[src/rtl/fcte_pkg.sv]
// Shared types, codes and constants of the allocation table chain engine.
package fcte_pkg;

    localparam int ENTRIES_DEF = 4096;
    localparam int IN_W        = 48;
    localparam int OUT_W       = 24;

    localparam logic [15:0] USED_BIT  = 16'h8000;
    localparam logic [15:0] LINK_MASK = 16'h7FFF;

    typedef enum logic [2:0] {
        OP_LOAD   = 3'd0,
        OP_READ   = 3'd1,
        OP_COUNT  = 3'd2,
        OP_NTH    = 3'd3,
        OP_LAST   = 3'd4,
        OP_FREE   = 3'd5,
        OP_LINK   = 3'd6,
        OP_APPEND = 3'd7
    } op_t;

    typedef enum logic [1:0] {
        ST_OK      = 2'd0,
        ST_INVALID = 2'd1,
        ST_CORRUPT = 2'd2,
        ST_FULL    = 2'd3
    } status_t;

    typedef enum logic [3:0] {
        A_NONE,
        A_CAPTURE,
        A_WR_LOAD,
        A_RD_IDX,
        A_WR_LINK,
        A_RD_TGT,
        A_WR_TGT,
        A_WALK,
        A_NTH,
        A_SCAN0,
        A_SCAN,
        A_AWR_CUR,
        A_ARD_NXT,
        A_AWR_NXT
    } action_t;

    typedef enum logic [2:0] {
        R_ZERO,
        R_DATA,
        R_KPLUS1,
        R_ENTRIES,
        R_CUR,
        R_NXT,
        R_LINK,
        R_IDX
    } res_sel_t;

    typedef enum logic [3:0] {
        S_IDLE,
        S_START,
        S_RDATA,
        S_WALK,
        S_NTH,
        S_SCAN,
        S_AWCUR,
        S_ARDNXT,
        S_AWNXT,
        S_LRD,
        S_LWR,
        S_OUT
    } state_t;

    typedef struct packed {
        action_t  action;
        logic     res_load;
        res_sel_t res_sel;
        status_t  res_st;
        logic     out_load;
    } cmd_t;

    typedef struct packed {
        op_t  op;
        logic used;
        logic link_zero;
        logic dvalid;
        logic k_zero;
        logic k_max;
        logic n_one;
        logic cnt_zero;
        logic out_busy;
    } dp_flags_t;

endpackage

[src/rtl/fcte_ctrl.sv]
// Controller state machine sequencing table accesses for each operation.
module fcte_ctrl
    import fcte_pkg::*;
(
    input  logic      clk,
    input  logic      rst_n,
    input  logic      in_valid,
    output logic      in_ready,
    input  dp_flags_t flags,
    output cmd_t      cmd
);

    state_t state_reg;
    state_t state_next;

    always_ff @(posedge clk or negedge rst_n)
    begin
        if (!rst_n)
        begin
            state_reg <= S_IDLE;
        end
        else
        begin
            state_reg <= state_next;
        end
    end

    always_comb
    begin
        state_next   = state_reg;
        in_ready     = 1'b0;
        cmd.action   = A_NONE;
        cmd.res_load = 1'b0;
        cmd.res_sel  = R_ZERO;
        cmd.res_st   = ST_OK;
        cmd.out_load = 1'b0;
        case (state_reg)
            S_IDLE:
            begin
                in_ready = 1'b1;
                if (in_valid)
                begin
                    cmd.action = A_CAPTURE;
                    state_next = S_START;
                end
            end
            S_START:
            begin
                case (flags.op)
                    OP_LOAD:
                    begin
                        cmd.action   = A_WR_LOAD;
                        cmd.res_load = 1'b1;
                        state_next   = S_OUT;
                    end
                    OP_READ:
                    begin
                        cmd.action = A_RD_IDX;
                        state_next = S_RDATA;
                    end
                    OP_NTH:
                    begin
                        if (flags.cnt_zero)
                        begin
                            cmd.res_load = 1'b1;
                            cmd.res_sel  = R_IDX;
                            state_next   = S_OUT;
                        end
                        else
                        begin
                            cmd.action = A_RD_IDX;
                            state_next = S_NTH;
                        end
                    end
                    OP_FREE:
                    begin
                        cmd.action = A_RD_IDX;
                        state_next = S_SCAN;
                    end
                    OP_LINK:
                    begin
                        cmd.action = A_WR_LINK;
                        state_next = S_LRD;
                    end
                    default:
                    begin
                        cmd.action = A_RD_IDX;
                        state_next = S_WALK;
                    end
                endcase
            end
            S_RDATA:
            begin
                cmd.res_load = 1'b1;
                cmd.res_sel  = R_DATA;
                state_next   = S_OUT;
            end
            S_WALK:
            begin
                if (flags.op == OP_COUNT && flags.k_zero && !flags.used)
                begin
                    cmd.res_load = 1'b1;
                    cmd.res_st   = ST_INVALID;
                    state_next   = S_OUT;
                end
                else if (flags.link_zero)
                begin
                    if (flags.op == OP_APPEND && !flags.cnt_zero)
                    begin
                        cmd.action = A_SCAN0;
                        state_next = S_SCAN;
                    end
                    else
                    begin
                        cmd.res_load = 1'b1;
                        cmd.res_sel  = (flags.op == OP_COUNT) ? R_KPLUS1 : R_CUR;
                        state_next   = S_OUT;
                    end
                end
                else if (flags.k_max)
                begin
                    cmd.res_load = 1'b1;
                    cmd.res_st   = ST_CORRUPT;
                    case (flags.op)
                        OP_COUNT:  cmd.res_sel = R_ENTRIES;
                        OP_LAST:   cmd.res_sel = R_CUR;
                        default:   cmd.res_sel = R_ZERO;
                    endcase
                    state_next = S_OUT;
                end
                else
                begin
                    cmd.action = A_WALK;
                end
            end
            S_NTH:
            begin
                if (flags.n_one)
                begin
                    cmd.res_load = 1'b1;
                    cmd.res_sel  = R_LINK;
                    state_next   = S_OUT;
                end
                else
                begin
                    cmd.action = A_NTH;
                end
            end
            S_SCAN:
            begin
                if (!flags.dvalid)
                begin
                    cmd.res_load = 1'b1;
                    cmd.res_st   = ST_FULL;
                    cmd.res_sel  = (flags.op == OP_APPEND) ? R_CUR : R_ZERO;
                    state_next   = S_OUT;
                end
                else if (!flags.used)
                begin
                    if (flags.op == OP_APPEND)
                    begin
                        state_next = S_AWCUR;
                    end
                    else
                    begin
                        cmd.res_load = 1'b1;
                        cmd.res_sel  = R_NXT;
                        state_next   = S_OUT;
                    end
                end
                else
                begin
                    cmd.action = A_SCAN;
                end
            end
            S_AWCUR:
            begin
                cmd.action = A_AWR_CUR;
                state_next = S_ARDNXT;
            end
            S_ARDNXT:
            begin
                cmd.action = A_ARD_NXT;
                state_next = S_AWNXT;
            end
            S_AWNXT:
            begin
                cmd.action = A_AWR_NXT;
                if (flags.n_one)
                begin
                    cmd.res_load = 1'b1;
                    cmd.res_sel  = R_NXT;
                    state_next   = S_OUT;
                end
                else
                begin
                    state_next = S_SCAN;
                end
            end
            S_LRD:
            begin
                cmd.action = A_RD_TGT;
                state_next = S_LWR;
            end
            S_LWR:
            begin
                cmd.action   = A_WR_TGT;
                cmd.res_load = 1'b1;
                state_next   = S_OUT;
            end
            S_OUT:
            begin
                if (!flags.out_busy)
                begin
                    cmd.out_load = 1'b1;
                    state_next   = S_IDLE;
                end
            end
            default:
            begin
                state_next = S_IDLE;
            end
        endcase
    end

`ifndef ASSERT_OFF
    a_out_free: assert property (@(posedge clk) disable iff (!rst_n)
        cmd.out_load |-> !flags.out_busy)
        else $error("result transaction loaded over a pending one");
    a_walk_entry: assert property (@(posedge clk) disable iff (!rst_n)
        (state_reg == S_WALK) |-> ($past(state_reg) == S_START || $past(state_reg) == S_WALK))
        else $error("walk entered from an unexpected state");
    a_append_only: assert property (@(posedge clk) disable iff (!rst_n)
        (state_reg == S_AWCUR) |-> (flags.op == OP_APPEND))
        else $error("append link step outside an append");
`endif

endmodule

[config.mk]
export PLATFORM = sky130hd
export DESIGN_NAME = fcte_ctrl
export DESIGN_NICKNAME = d
export VERILOG_FILES = /design/src/rtl/fcte_pkg.sv /design/src/rtl/fcte_ctrl.sv
export SDC_FILE = /design/constraint.sdc
export NUM_CORES = 1
export LEC_CHECK = 0
export ABC_CLOCK_PERIOD_IN_PS = 3350
export BUFFER_PORTS_ARGS = -buffer_cell sky130_fd_sc_hd__buf_2
export CORE_MARGIN = 3
export CORE_UTILIZATION = 59
export CTS_BUF_LIST = sky130_fd_sc_hd__clkbuf_8
export DETAILED_ROUTE_END_ITERATION = 12
export PLACE_DENSITY = 0.88
export SLEW_MARGIN = 10
export SYNTH_ARGS = -nofsm -noshare
export SYNTH_HDL_FRONTEND = slang
export SYNTH_SLANG_ARGS = --single-unit
[constraint.sdc]
create_clock -name clk -period 3.35 [get_ports clk]
set_input_delay 0.335 -clock clk [delete_from_list [all_inputs] [get_ports clk]]
set_output_delay 0.335 -clock clk [all_outputs]
set_load 0.01 [all_outputs]
==> results of run 1 <==
-- repair_timing --
action | CTS | global route
hold buffers | 1 | 0
endpoints found under the setup margin | 0 | 0
endpoints found under the hold margin | 4 | 0
resized for setup | 0 | 0
-- cells in the mapped netlist, types with 2 or more instances --
library cell  instances
nor4_1                3
nor2b_1              10
nand3_1               4
dfrtp_1               4
a32oi_1               4
a221oi_1              2
nand2b_1              6
a22oi_1               2
o31ai_1               2
and2_1                3
o221ai_1              2
nand4bb_1             2
a31oi_1               3
nor3_1                3
nand4b_1              2
nand2_1               3
nor2_1               10
inv_1                 5
o21ai_0               8
a21oi_1               8
and3_1                3
clkbuf_1              6
a211oi_1              4
o21ai_1               2
buf_2                 7
-- worst register-to-register path, cell delays in order (launching register included) --
cell	delay, ps
dfrtp_1	830
nand4bb_1	270
a21oi_1	100
a2111oi_0	730
o211ai_2	120
-- power by group --
part / internal (W) / switching [W] / total [W]
sequential: 0.0000727 / 0.000152 / 0.000224
combinational: 0.000295 / 0.000341 / 0.000636
clock: 0.0000768 / 0.0000266 / 0.000103
total: 0.000444 / 0.000520 / 0.000964
-- stage by stage --
step | setup slack (ps) | util | total power (W)
6_report | 833 | 0.731 | 0.000964
5_1_grt | 680 | 0.731 | 0.00103
4_1_cts | 906 | 0.731 | 0.000943
3_5_place_dp | 1150 | 0.698 | 0.000830
3_3_place_gp | 1170 | 0.698 | 0.000827
2_1_floorplan | 1500 | - | 0.000667
-- area by class of cell --
cell class | count | area share
multi-input combinational | 117 | 0.720
clock buffer | 3 | 0.0366
inverter | 5 | 0.0166
sequential | 4 | 0.0888
timing repair buffer | 26 | 0.120
tap | 16 | 0.0178
-- kinds of logic (layout without fill, tap and decap cells) --
family                 Yosys count  after routing  share of synthesized area
multiplexers                     1              1                     0.0101
AND/OR/NAND/NOR                 61             61                      0.407
AO/OA/AOI/OAI                   55             55                      0.398
buffers and inverters           19             34                     0.0842
flip-flops                       4              4                      0.101
-- metal layers --
metal / part of all wire / vias to the layer above / track usage
li1: - / 589 / -
met1: 0.41 / 579 / 0.437
met2: 0.46 / 88 / 0.469
met3: 0.10 / 14 / 0.0345
met4: 0.026 / 0 / 0.110
met5: 0 / - / 0
-- path summary, 6_finish.rpt --
kind	startpoint	endpoint	slack, ps
worst max register to register	state_reg[3]	state_reg[0]	1150
worst min register to register	state_reg[1]	state_reg[1]	1060
min in group asynchronous	rst_n	state_reg[3]	460
max in group asynchronous	rst_n	state_reg[0]	2760
worst max-delay path	state_reg[0]	cmd[7]	830
worst min-delay path	flags[0]	state_reg[3]	400
-- cell usage in the layout, fill, tap and decap left out, drive strengths merged, types with 4 or more instances in the layout --
cell type | netlist | routed
nand2b | 6 | 6
nor2 | 10 | 10
inv | 5 | 5
o21ai | 10 | 10
a21oi | 8 | 8
nand3 | 4 | 4
a211oi | 4 | 4
nor2b | 10 | 10
a32oi | 4 | 4
dfrtp | 4 | 4
buf | 8 | 25
==> metrics.md, run 1 <==
| Metric | Value |
|---|---|
| Endpoints failing setup | `0` |
| Routed len/inst | `between 15 and 20 um` |
| FMAX | `~400 MHz` |
| Post-Layout Cell Count | `between 150 and 200` |
| CTS Buf Count | `3` |
| CP arrival | `2180 ps` |
| Post-synth EDFFs | `0` |
| Slew Limit Headroom | `0.467` |
| Worst Tran Pin Value | `780 ps` |
| First-pass GRT wire length | `slightly below 5000 um` |
| Hold Path Depth | `3` |
| Root Driver | `clkbuf_8` |
| Mapped Cells | `140` |
| H-tree Lvls | `1` |
| Yosys Warn Count | `0` |
| Global route total overflow | `0` |
| Syn nets | `154` |
| Worst hold margin | `402 ps` |
| Main synth FF type | `dfrtp_1` |
| Total GRT Usage | `0.305` |
| Classification of the worst-slack hold path | `in -> reg` |
| PwrDens | `855 nW/um2` |
| CTS Sinks | `4` |
| Main area contributors after synthesis | `dfrtp_1, nor2b_1, a21oi_1, o21ai_0, nand2b_1` |
| Reg clk slew, reported paths | `roughly 30 ps` |
| Fin crit share | `0.751` |
| Clock skew | `about 2.8 ps` |
| Register area share after synthesis | `0.101` |
| DRC Markers | `0` |
| Final #Nets | `171` |
| Area delta synth->final | `13.2%` |
| Post-DP Area | `approximately 1100 um2` |
| Library cells used by synthesis | `57` |
| Vias/cell | `7.43` |
| CTS tree | `yes` |
| FF/Latch Area | `approximately 100 um2` |
| Crit-path max FO | `25` |
| Routed Antenna Nets | `0` |
| Final slew viol count | `0` |
| Antenna cells | `0` |
| Die height | `about 47 um` |
| Max reg flops | `4` |
| Worst Setup Path Type | `reg -> out` |
| Synth area leader | `dfrtp_1` |
| CP Depth | `5` |
| Peak supply drop | `~0.00069 V` |
| Worst path max stage delay | `800 ps` |
| CP Cell Sequence | `nor2b_1 -> a31oi_1 -> nor3_1 -> or3_1 -> buf_2` |
| Initial core utilization | `0.646` |
| Fill count | `140` |
| Core Rows | `14` |
| Leak | `around 0.45 nW` |
| Status | `complete, no violations` |
| Synth top area share | `0.101` |
| Initial antenna violation count | `0` |
| Dpl cells | `roughly 170` |
| Die ar. | `between 2000 and 2500 um2` |
| Routed vias | `1,270` |
| Setup repair after global routing missed its margin | `no` |
| Buffers & Inverters on Critical Path | `1` |
| IO buf count | `25` |
| Worst r2r path cells | `4` |
| Final wirelength | `3200 um` |
| Top delay family on crit path | `flip-flops` |
| Vias in the first global route | `1,028` |
| Critical path launch point type | `register` |
| Setup TNS | `0 ps` |
| CP Capture Type | `output pin` |
| Area occupied by multi-input gates | `812 um2` |
| Syn Std Cell Area | `roughly 1000 um2` |
| Die width | `47.1 um` |
| Avg Cell Area, Syn | `about 7 um2` |
| Slowest-stage cell, CP | `dfrtp_1` |
| Post-DP HPWL | `between 2000 and 2500 um` |
| Largest net degree at the start of global routing | `26` |
| First-pass DRT Iterations | `6` |
| Clock latency on the worst-skew pair | `220 ps` |
| GP Congestion | `~0.96` |
| Bufs on Longest Clock Path | `2` |
| Data required time of the worst path | `roughly 3000 ps` |
| Total core area | `1540 um2` |
| Design Area, Final | `between 1000 and 1500 um2` |
| FFs w/ async S/R, synth | `1.00` |
| Layout cells sized above 1 | `0.219` |
| Tmin final | `2520 ps` |
| Synth Register Bits | `4` |
| Fin. Hold Viols | `0` |
| Setup bufs post-CTS | `0` |
| Reported max-cap violation count | `0` |
| Drt initial violations | `78` |
| Top-Level Pins | `26` |
Note: power is estimated with default switching activity, not from simulation.
==> inputs of run 2 (changes only) <==
- ABC_CLOCK_PERIOD_IN_PS: 3350 -> 2000
- CORE_UTILIZATION: 59 -> 49
- PLACE_DENSITY: 0.88 -> 0.78
- clock period: 3.35 -> 2 ns (I/O delays scaled with it)
==> metrics.md, run 2 (same netlist as run 1, synthesis figures left out) <==
| Metric | Value |
|---|---|
| Fin worst setup slack | `30.6 ps (-803 ps)` |
| First-pass GRT wire length | `5510 um (+14%)` |
| Final #Nets | `188 (+9.9%)` |
| Die width | `51.1 um (+8.5%)` |
| Dpl ws | `78.3 ps (-1080 ps)` |
| Clock skew | `1.62 ps (-1.15 ps)` |
| CTS Sinks | `4 (unchanged)` |
| Setup TNS | `0 ps (unchanged)` |
| Max reg flops | `4 (unchanged)` |
| CP Capture Type | `output pin` |
| Final wirelength | `3610 um (+13%)` |
| First-pass DRT Iterations | `6 (unchanged)` |
| Crit-path max FO | `12 (-52%)` |
| Initial core utilization | `0.547 (-0.0990)` |
| Post-DP HPWL | `2560 um (+13%)` |
| Routed len/inst | `18.3 um (-2.0%)` |
| CP arrival | `1770 ps (-410 ps)` |
| Worst R2R Start | `state_reg[2]` |
| Leak | `0.536 nW (+19%)` |
| Reported max-cap violation count | `0 (unchanged)` |
| Status | `complete, no violations` |
| Worst r2r path cells | `6 (+2)` |
| Fin crit share | `0.985` |
| PwrDens | `1500 nW/um2 (+75%)` |
| Commonest non-fill, non-tap cell in the layout | `buf_2` |
| Worst Setup Path Type | `reg -> out` |
| Clock latency on the worst-skew pair | `220 ps (about the same)` |
| Final Util | `0.711 (-0.0207)` |
| GP Congestion | `1.04 (+8.9%)` |
| Vias/cell | `6.97 (-6.2%)` |
| Antenna cells | `0 (unchanged)` |
| Overall Power | `0.00194 W (+100%)` |
| CTS Buf Count | `3 (unchanged)` |
| CTS tree | `yes` |
| Root Driver | `clkbuf_8` |
| Top-Level Pins | `26 (unchanged)` |
| Routed Antenna Nets | `0 (unchanged)` |
| CP startpoint | `state_reg[2]` |
| Die height | `51.1 um (+8.5%)` |
| DRC Markers | `0 (unchanged)` |
| Data required time of the worst path | `1800 ps (-1210 ps)` |
| Final slew viol count | `0 (unchanged)` |
| Die ar. | `2610 um2 (+18%)` |
| Worst Tran Pin Value | `527 ps (-252 ps)` |
| Most frequent cells in the layout | `buf_2, buf_4, nor2_1` |
| Classification of the worst-slack hold path | `in -> reg` |
| Fill count | `155 (+11%)` |
| FMAX | `just over 500 MHz` |
| Initial antenna violation count | `0 (unchanged)` |
| Critical path launch point type | `register` |
| Worst r2r dst | `state_reg[3]` |
| Critical Path Sink | `cmd[7]` |
| Routed vias | `1,373 (+8.1%)` |
| Vias in the first global route | `1,139 (+11%)` |
| Slew Limit Headroom | `0.639 (+0.172)` |
| Largest net degree at the start of global routing | `16 (-38%)` |
| Drt initial violations | `113 (+45%)` |
| Total core area | `1820 um2 (+18%)` |
| Flop2flop setup slack | `70 ps (-1080 ps)` |
| Bufs on Longest Clock Path | `2 (unchanged)` |
| H-tree Lvls | `1 (unchanged)` |
| Fin. Hold Viols | `0 (unchanged)` |
| Tmin final | `~2000 ps` |
| Peak supply drop | `0.00121 V (+77%)` |
| Area delta synth->final | `29.9%` |
| Reg clk slew, reported paths | `30 ps (about the same)` |
| Core Rows | `15 (+1)` |
| Layout cells sized above 1 | `0.331 (+0.112)` |
| Post-Layout Cell Count | `197 (+15%)` |
| Total GRT Usage | `0.272 (-0.0335)` |
| Dpl cells | `188 (+13%)` |
| Global route total overflow | `0 (unchanged)` |
| Endpoints failing setup | `0 (unchanged)` |
| IO buf count | `25 (unchanged)` |
| Setup repair after global routing missed its margin | `no` |
-- run 2: worst min path at each step --
stage | from | end | slack, ps | cells after the start
after floorplan | rst_n | state_reg[0] | -100 | 0
after global placement | rst_n | state_reg[0] | 6 | 1
after detailed placement | rst_n | state_reg[0] | 10 | 1
after CTS | flags[0] | state_reg[3] | 280 | 3
after global routing | flags[0] | state_reg[3] | 300 | 3
final | flags[0] | state_reg[3] | 290 | 3
-- run 2: per-layer routing --
| metal | share of wire | vias to the layer above | track usage | wire, um |
|---|---|---|---|---|
| li1 | - | 621 | - | - |
| met1 | 0.40 | 605 | 0.380 | 1430 |
| met4 | 0.015 | 0 | 0.0404 | 55 |
| met3 | 0.14 | 12 | 0.0496 | 496 |
| met5 | 0 | - | 0 | 0 |
| met2 | 0.45 | 135 | 0.438 | 1630 |
-- run 2: through the flow --
step	area, um2	hold slack (ps)
6_report	1290	290
3_5_place_dp	1180	9.82
4_1_cts	1250	280
2_1_floorplan	996	-95.6
5_1_grt	1290	296
3_3_place_gp	1180	5.80
-- run 2: power breakdown --
part	internal, W	total, W	switching (W)
clock	0.000128	0.000170	0.0000422
sequential	0.000134	0.000259	0.000125
combinational	0.000704	0.00151	0.000804
total	0.000966	0.00194	0.000972
-- run 2: area by class of cell --
type,instances,area (um2),area share
repair buffers,43,267,0.206
inverters,5,18.8,0.0145
well taps,25,31.3,0.0242
clock buffers,3,41.3,0.0319
flip-flops and latches,4,105,0.0812
multi-input cells,117,831,0.642
-- run 2: worst max-delay path: stages (launching register included) --
cell and delay (ps):
dfrtp_2 490, nor2b_2 240, a31oi_1 190, nor3_1 90, or3_1 390, buf_2 150
-- run 2: what timing repair did --
action	in CTS	in global routing
hold buffers	1	0
setup buffers	0	5
endpoints found under the setup margin	3	7
gates resized for setup	5	3
pin swaps	1	1
endpoints found under the hold margin	4	0
==> inputs of run 3 (changes only) <==
==> constraint.sdc (replaced) <==
create_clock -name clk -period 2 [get_ports clk]
set_input_delay 0.4 -clock clk [delete_from_list [all_inputs] [get_ports clk]]
set_output_delay 0.4 -clock clk [all_outputs]
set_load 0.01 [all_outputs]
==> metrics.md, run 3 <==
| Metric | Value |
|---|---|
| Status | `stopped before the end` |
| Failing step | `5_1_grt` |
| Error | `[ERROR DPL-0038] Utilization greater than 100%, impossible to legalize` |
| Core Rows | `15 (unchanged)` |
| IO buf count | `25 (unchanged)` |
| GRT worst endpoint | `cmd[8]` |
| Worst EP Category | `output port` |
| Root Driver | `clkbuf_8` |
| Avg Cell Area, Syn | `7.11 um2 (unchanged)` |
| Bufs on Longest Clock Path | `2 (unchanged)` |
| H-tree Lvls | `1 (unchanged)` |
| Syn Std Cell Area | `996 um2 (unchanged)` |
| Initial core utilization | `0.547 (unchanged)` |
| Die height | `51.1 um (unchanged)` |
| Yosys Warn Count | `0 (unchanged)` |
| XOR/XNOR Fraction of Synth Area | `0 (unchanged)` |
| Post-Synth Simple-Gate Area | `0.407 (unchanged)` |
| Post-synth EDFFs | `0 (unchanged)` |
| Post-DP HPWL | `2810 um (+9.6%)` |
| FFs w/ async S/R, synth | `1.00 (unchanged)` |
| Synth Area in Adders | `0 (unchanged)` |
| Library cells used by synthesis | `57 (unchanged)` |
| Commonest cells post-synth | `nor2_1, nor2b_1, a21oi_1, o21ai_0, buf_2` |
| Synth Register Bits | `4 (unchanged)` |
| Mapped Cells | `140 (unchanged)` |
| Synth top area share | `0.101 (unchanged)` |
| GP Congestion | `0.980 (-6.2%)` |
| Top-Level Pins | `26 (unchanged)` |
| Post-synthesis compound-gate area fraction | `0.398 (unchanged)` |
| Register area share after synthesis | `0.101 (unchanged)` |
| CTS Buf Count | `3 (unchanged)` |
| Dpl cells | `206 (+9.6%)` |
| Largest family of logic cells by synthesized area | `simple AND/OR/NAND/NOR gates` |
| Main area contributors after synthesis | `dfrtp_1, nor2b_1, a21oi_1, o21ai_0, nand2b_1` |
| Mux contribution to synthesized area | `0.0101 (unchanged)` |
| Largest net degree at the start of global routing | `12` |
| Main synth FF type | `dfrtp_1` |
| Synth area leader | `dfrtp_1` |
| Die width | `51.1 um (unchanged)` |
| Syn nets | `154 (unchanged)` |
| CTS Sinks | `4 (unchanged)` |
-- run 3: cell counts after synthesis --
Identical to the previous run, type by type.
-- run 3: through the flow --
stage          worst slack [ps]  area, um2  hold slack (ps)
2_1_floorplan              82.1        996              104
4_1_cts                   -56.9       1580              458
3_3_place_gp              -52.2       1310              204
3_5_place_dp              -68.5       1310              213
-- run 3: kinds of logic after synthesis --
| kind of cell | Yosys count |
|---|---|
| simple gates | 61 |
| compound gates | 55 |
| buf+inv | 19 |
| flops | 4 |
| mux | 1 |
-- run 3: what timing repair did --
item,in CTS
resized for setup,24
pin swaps,12
endpoints found under the setup margin,9
hold endpoints to repair,4
cloned,0
hold buffers,1
buffers inserted,13
==> inputs of run 4 (changes only) <==
- ABC_CLOCK_PERIOD_IN_PS: 2000 -> 2600
- CORE_AREA: not set -> 3 3 64 66
- CORE_MARGIN: 3 -> not set
- CORE_UTILIZATION: 49 -> not set
- CTS_BUF_LIST: sky130_fd_sc_hd__clkbuf_8 -> not set
- DIE_AREA: not set -> 0 0 67 69
- PLACE_DENSITY: 0.78 -> not set
- PLACE_DENSITY_LB_ADDON: not set -> 0.15
- clock period: 2 -> 2.6 ns (I/O delays scaled with it)
==> metrics.md, run 4 (same netlist as run 1, synthesis figures left out) <==
| Metric | Value |
|---|---|
| First-pass GRT wire length | `around 5400 um` |
| Bufs on Longest Clock Path | `2 (unchanged)` |
| GR Layer Usage met2 | `0.216` |
| Leak | `a little under 0.5 nW` |
| Total core area | `around 3600 um2` |
| Max reg flops | `4` |
| Clock skew | `slightly below 8 ps` |
| Core Rows | `22 (+7)` |
| Fin crit share | `0.934` |
| Vias in the first global route | `1,064` |
| Met1 Track Usage GR | `0.210` |
| Worst hold margin | `slightly above 90 ps` |
| CTS Hold Bufs | `0 (-1)` |
| GP Congestion | `0.832 (-15%)` |
| First-pass DRT Iterations | `4` |
| PwrDens | `1080 nW/um2` |
| Routed len/inst | `16.0 um` |
| Endpoints failing setup | `0` |
| Flop2flop setup slack | `around 550 ps` |
| Setup repair after global routing missed its margin | `no` |
| Worst Setup Path Type | `reg -> out` |
| Total GRT Usage | `0.144` |
| Worst r2r path cells | `5` |
| Setup TNS | `0 ps` |
| Gr busiest metal | `met2` |
| Data required time of the worst path | `roughly 2100 ps` |
| Peak supply drop | `around 0.00047 V` |
| Reg clk slew, reported paths | `30 ps` |
| Routed vias | `around 1,300` |
| Root Driver | `clkbuf_8` |
| FMAX | `roughly 410 MHz` |
| Critical path launch point type | `register` |
| Antenna cells | `0` |
| Reported max-cap violation count | `0` |
| Largest net degree at the start of global routing | `22` |
| Vias/cell | `approximately 6.0` |
| Commonest non-fill, non-tap cell in the layout | `buf_2` |
| IO buf count | `25 (unchanged)` |
| Fill count | `422` |
| Most frequent cells in the layout | `buf_2, nor2b_1, nor2_1` |
| Slew Limit Headroom | `0.642` |
| Status | `complete, no violations` |
| CTS resizes | `0 (-100%)` |
| Layout cells sized above 1 | `0.263` |
| Area delta synth->final | `22.2%` |
| Die ar. | `approximately 4600 um2` |
| Drt initial violations | `77` |
| CP arrival | `approximately 1900 ps` |
| CP Cell Sequence | `nor4bb_2 -> buf_4 -> and3_1 -> a21oi_1 -> nand3b_1 -> buf_2` |
| CTS Sinks | `4 (unchanged)` |
| Post-DP HPWL | `2550 um (-9.2%)` |
| Routed Antenna Nets | `0` |
| Initial antenna violation count | `0` |
| Clock latency on the worst-skew pair | `220 ps` |
| Worst R2R Start | `state_reg[2]` |
| Initial core utilization | `0.274 (-0.273)` |
| Die height | `69 um (+35%)` |
| Worst r2r dst | `state_reg[3]` |
| H-tree Lvls | `1 (unchanged)` |
| Global route total overflow | `0` |
| CP Capture Type | `output pin` |
| Crit-path max FO | `17` |
| CTS tree | `yes` |
| Top-Level Pins | `26 (unchanged)` |
| Final #Nets | `176` |
| Slowest-stage cell, CP | `dfrtp_1` |
| Worst Tran Pin Value | `between 500 and 600 ps` |
| Setup bufs post-CTS | `0 (-13)` |
| Final slew viol count | `0` |
| Final wirelength | `between 3000 and 4000 um` |
| Met3 track demand over resource | `0.0261` |
| DRC Markers | `0` |
| Fin. Hold Viols | `0` |
| CTS Buf Count | `3 (unchanged)` |
| Tmin final | `2430 ps` |
| Worst path max stage delay | `between 600 and 700 ps` |
| Die width | `67 um (+31%)` |
| Classification of the worst-slack hold path | `in -> async` |
==> run 4: layout make-up <==
cell class / instances / area (um2) / share of cell area
multi-input cells: 117 / 826 / 0.678
repair buffers: 31 / 170 / 0.140
flip-flops and latches: 4 / 101 / 0.0832
well taps: 48 / 60.1 / 0.0493
clock buffers: 3 / 41.3 / 0.0339
inverters: 5 / 18.8 / 0.0154
==> run 4: per-stage QoR <==
stage / instance area, um2 / total power (W) / setup WS, ps / util / cells
floorplan: 996 / 0.000859 / 472 / - / 140
global placement: 1160 / 0.00117 / 235 / 0.320 / 205
detailed placement: 1160 / 0.00114 / 227 / 0.320 / 205
CTS: 1200 / 0.00128 / 72.1 / 0.331 / 208
global route: 1220 / 0.00142 / 14.5 / 0.335 / 208
finish: 1220 / 0.00131 / 172 / 0.335 / 208
==> run 4: how the worst max path moves through the flow <==
stage	start	depth (start not counted)	to	slack, ps
after CTS	state_reg[0]	5	cmd[7]	70
after global placement	flags[10]	6	cmd[6]	240
after global routing	state_reg[2]	5	cmd[7]	10
after floorplan	flags[9]	6	cmd[7]	470
final	state_reg[2]	6	cmd[10]	170
after detailed placement	flags[10]	6	cmd[7]	230
==> run 4: report_power, final <==
part           internal [W]  switching [W]  total [W]
Clock             0.0000989      0.0000345   0.000133
Sequential        0.0000968       0.000148   0.000245
Combinational      0.000431       0.000500   0.000931
==> run 4: metal layers <==
layer  vias to the layer above  share of wire
met5                         -              0
met4                         0         0.0042
met3                         3          0.093
met2                        67           0.48
met1                       581           0.42
li1                        602              -
==> run 4: critical path: cells and delay by family (launching register included) <==
family	cells	cell delay (ps)
buf+inv	2	310
compound gates	1	70
flops	1	640
simple gates	3	660
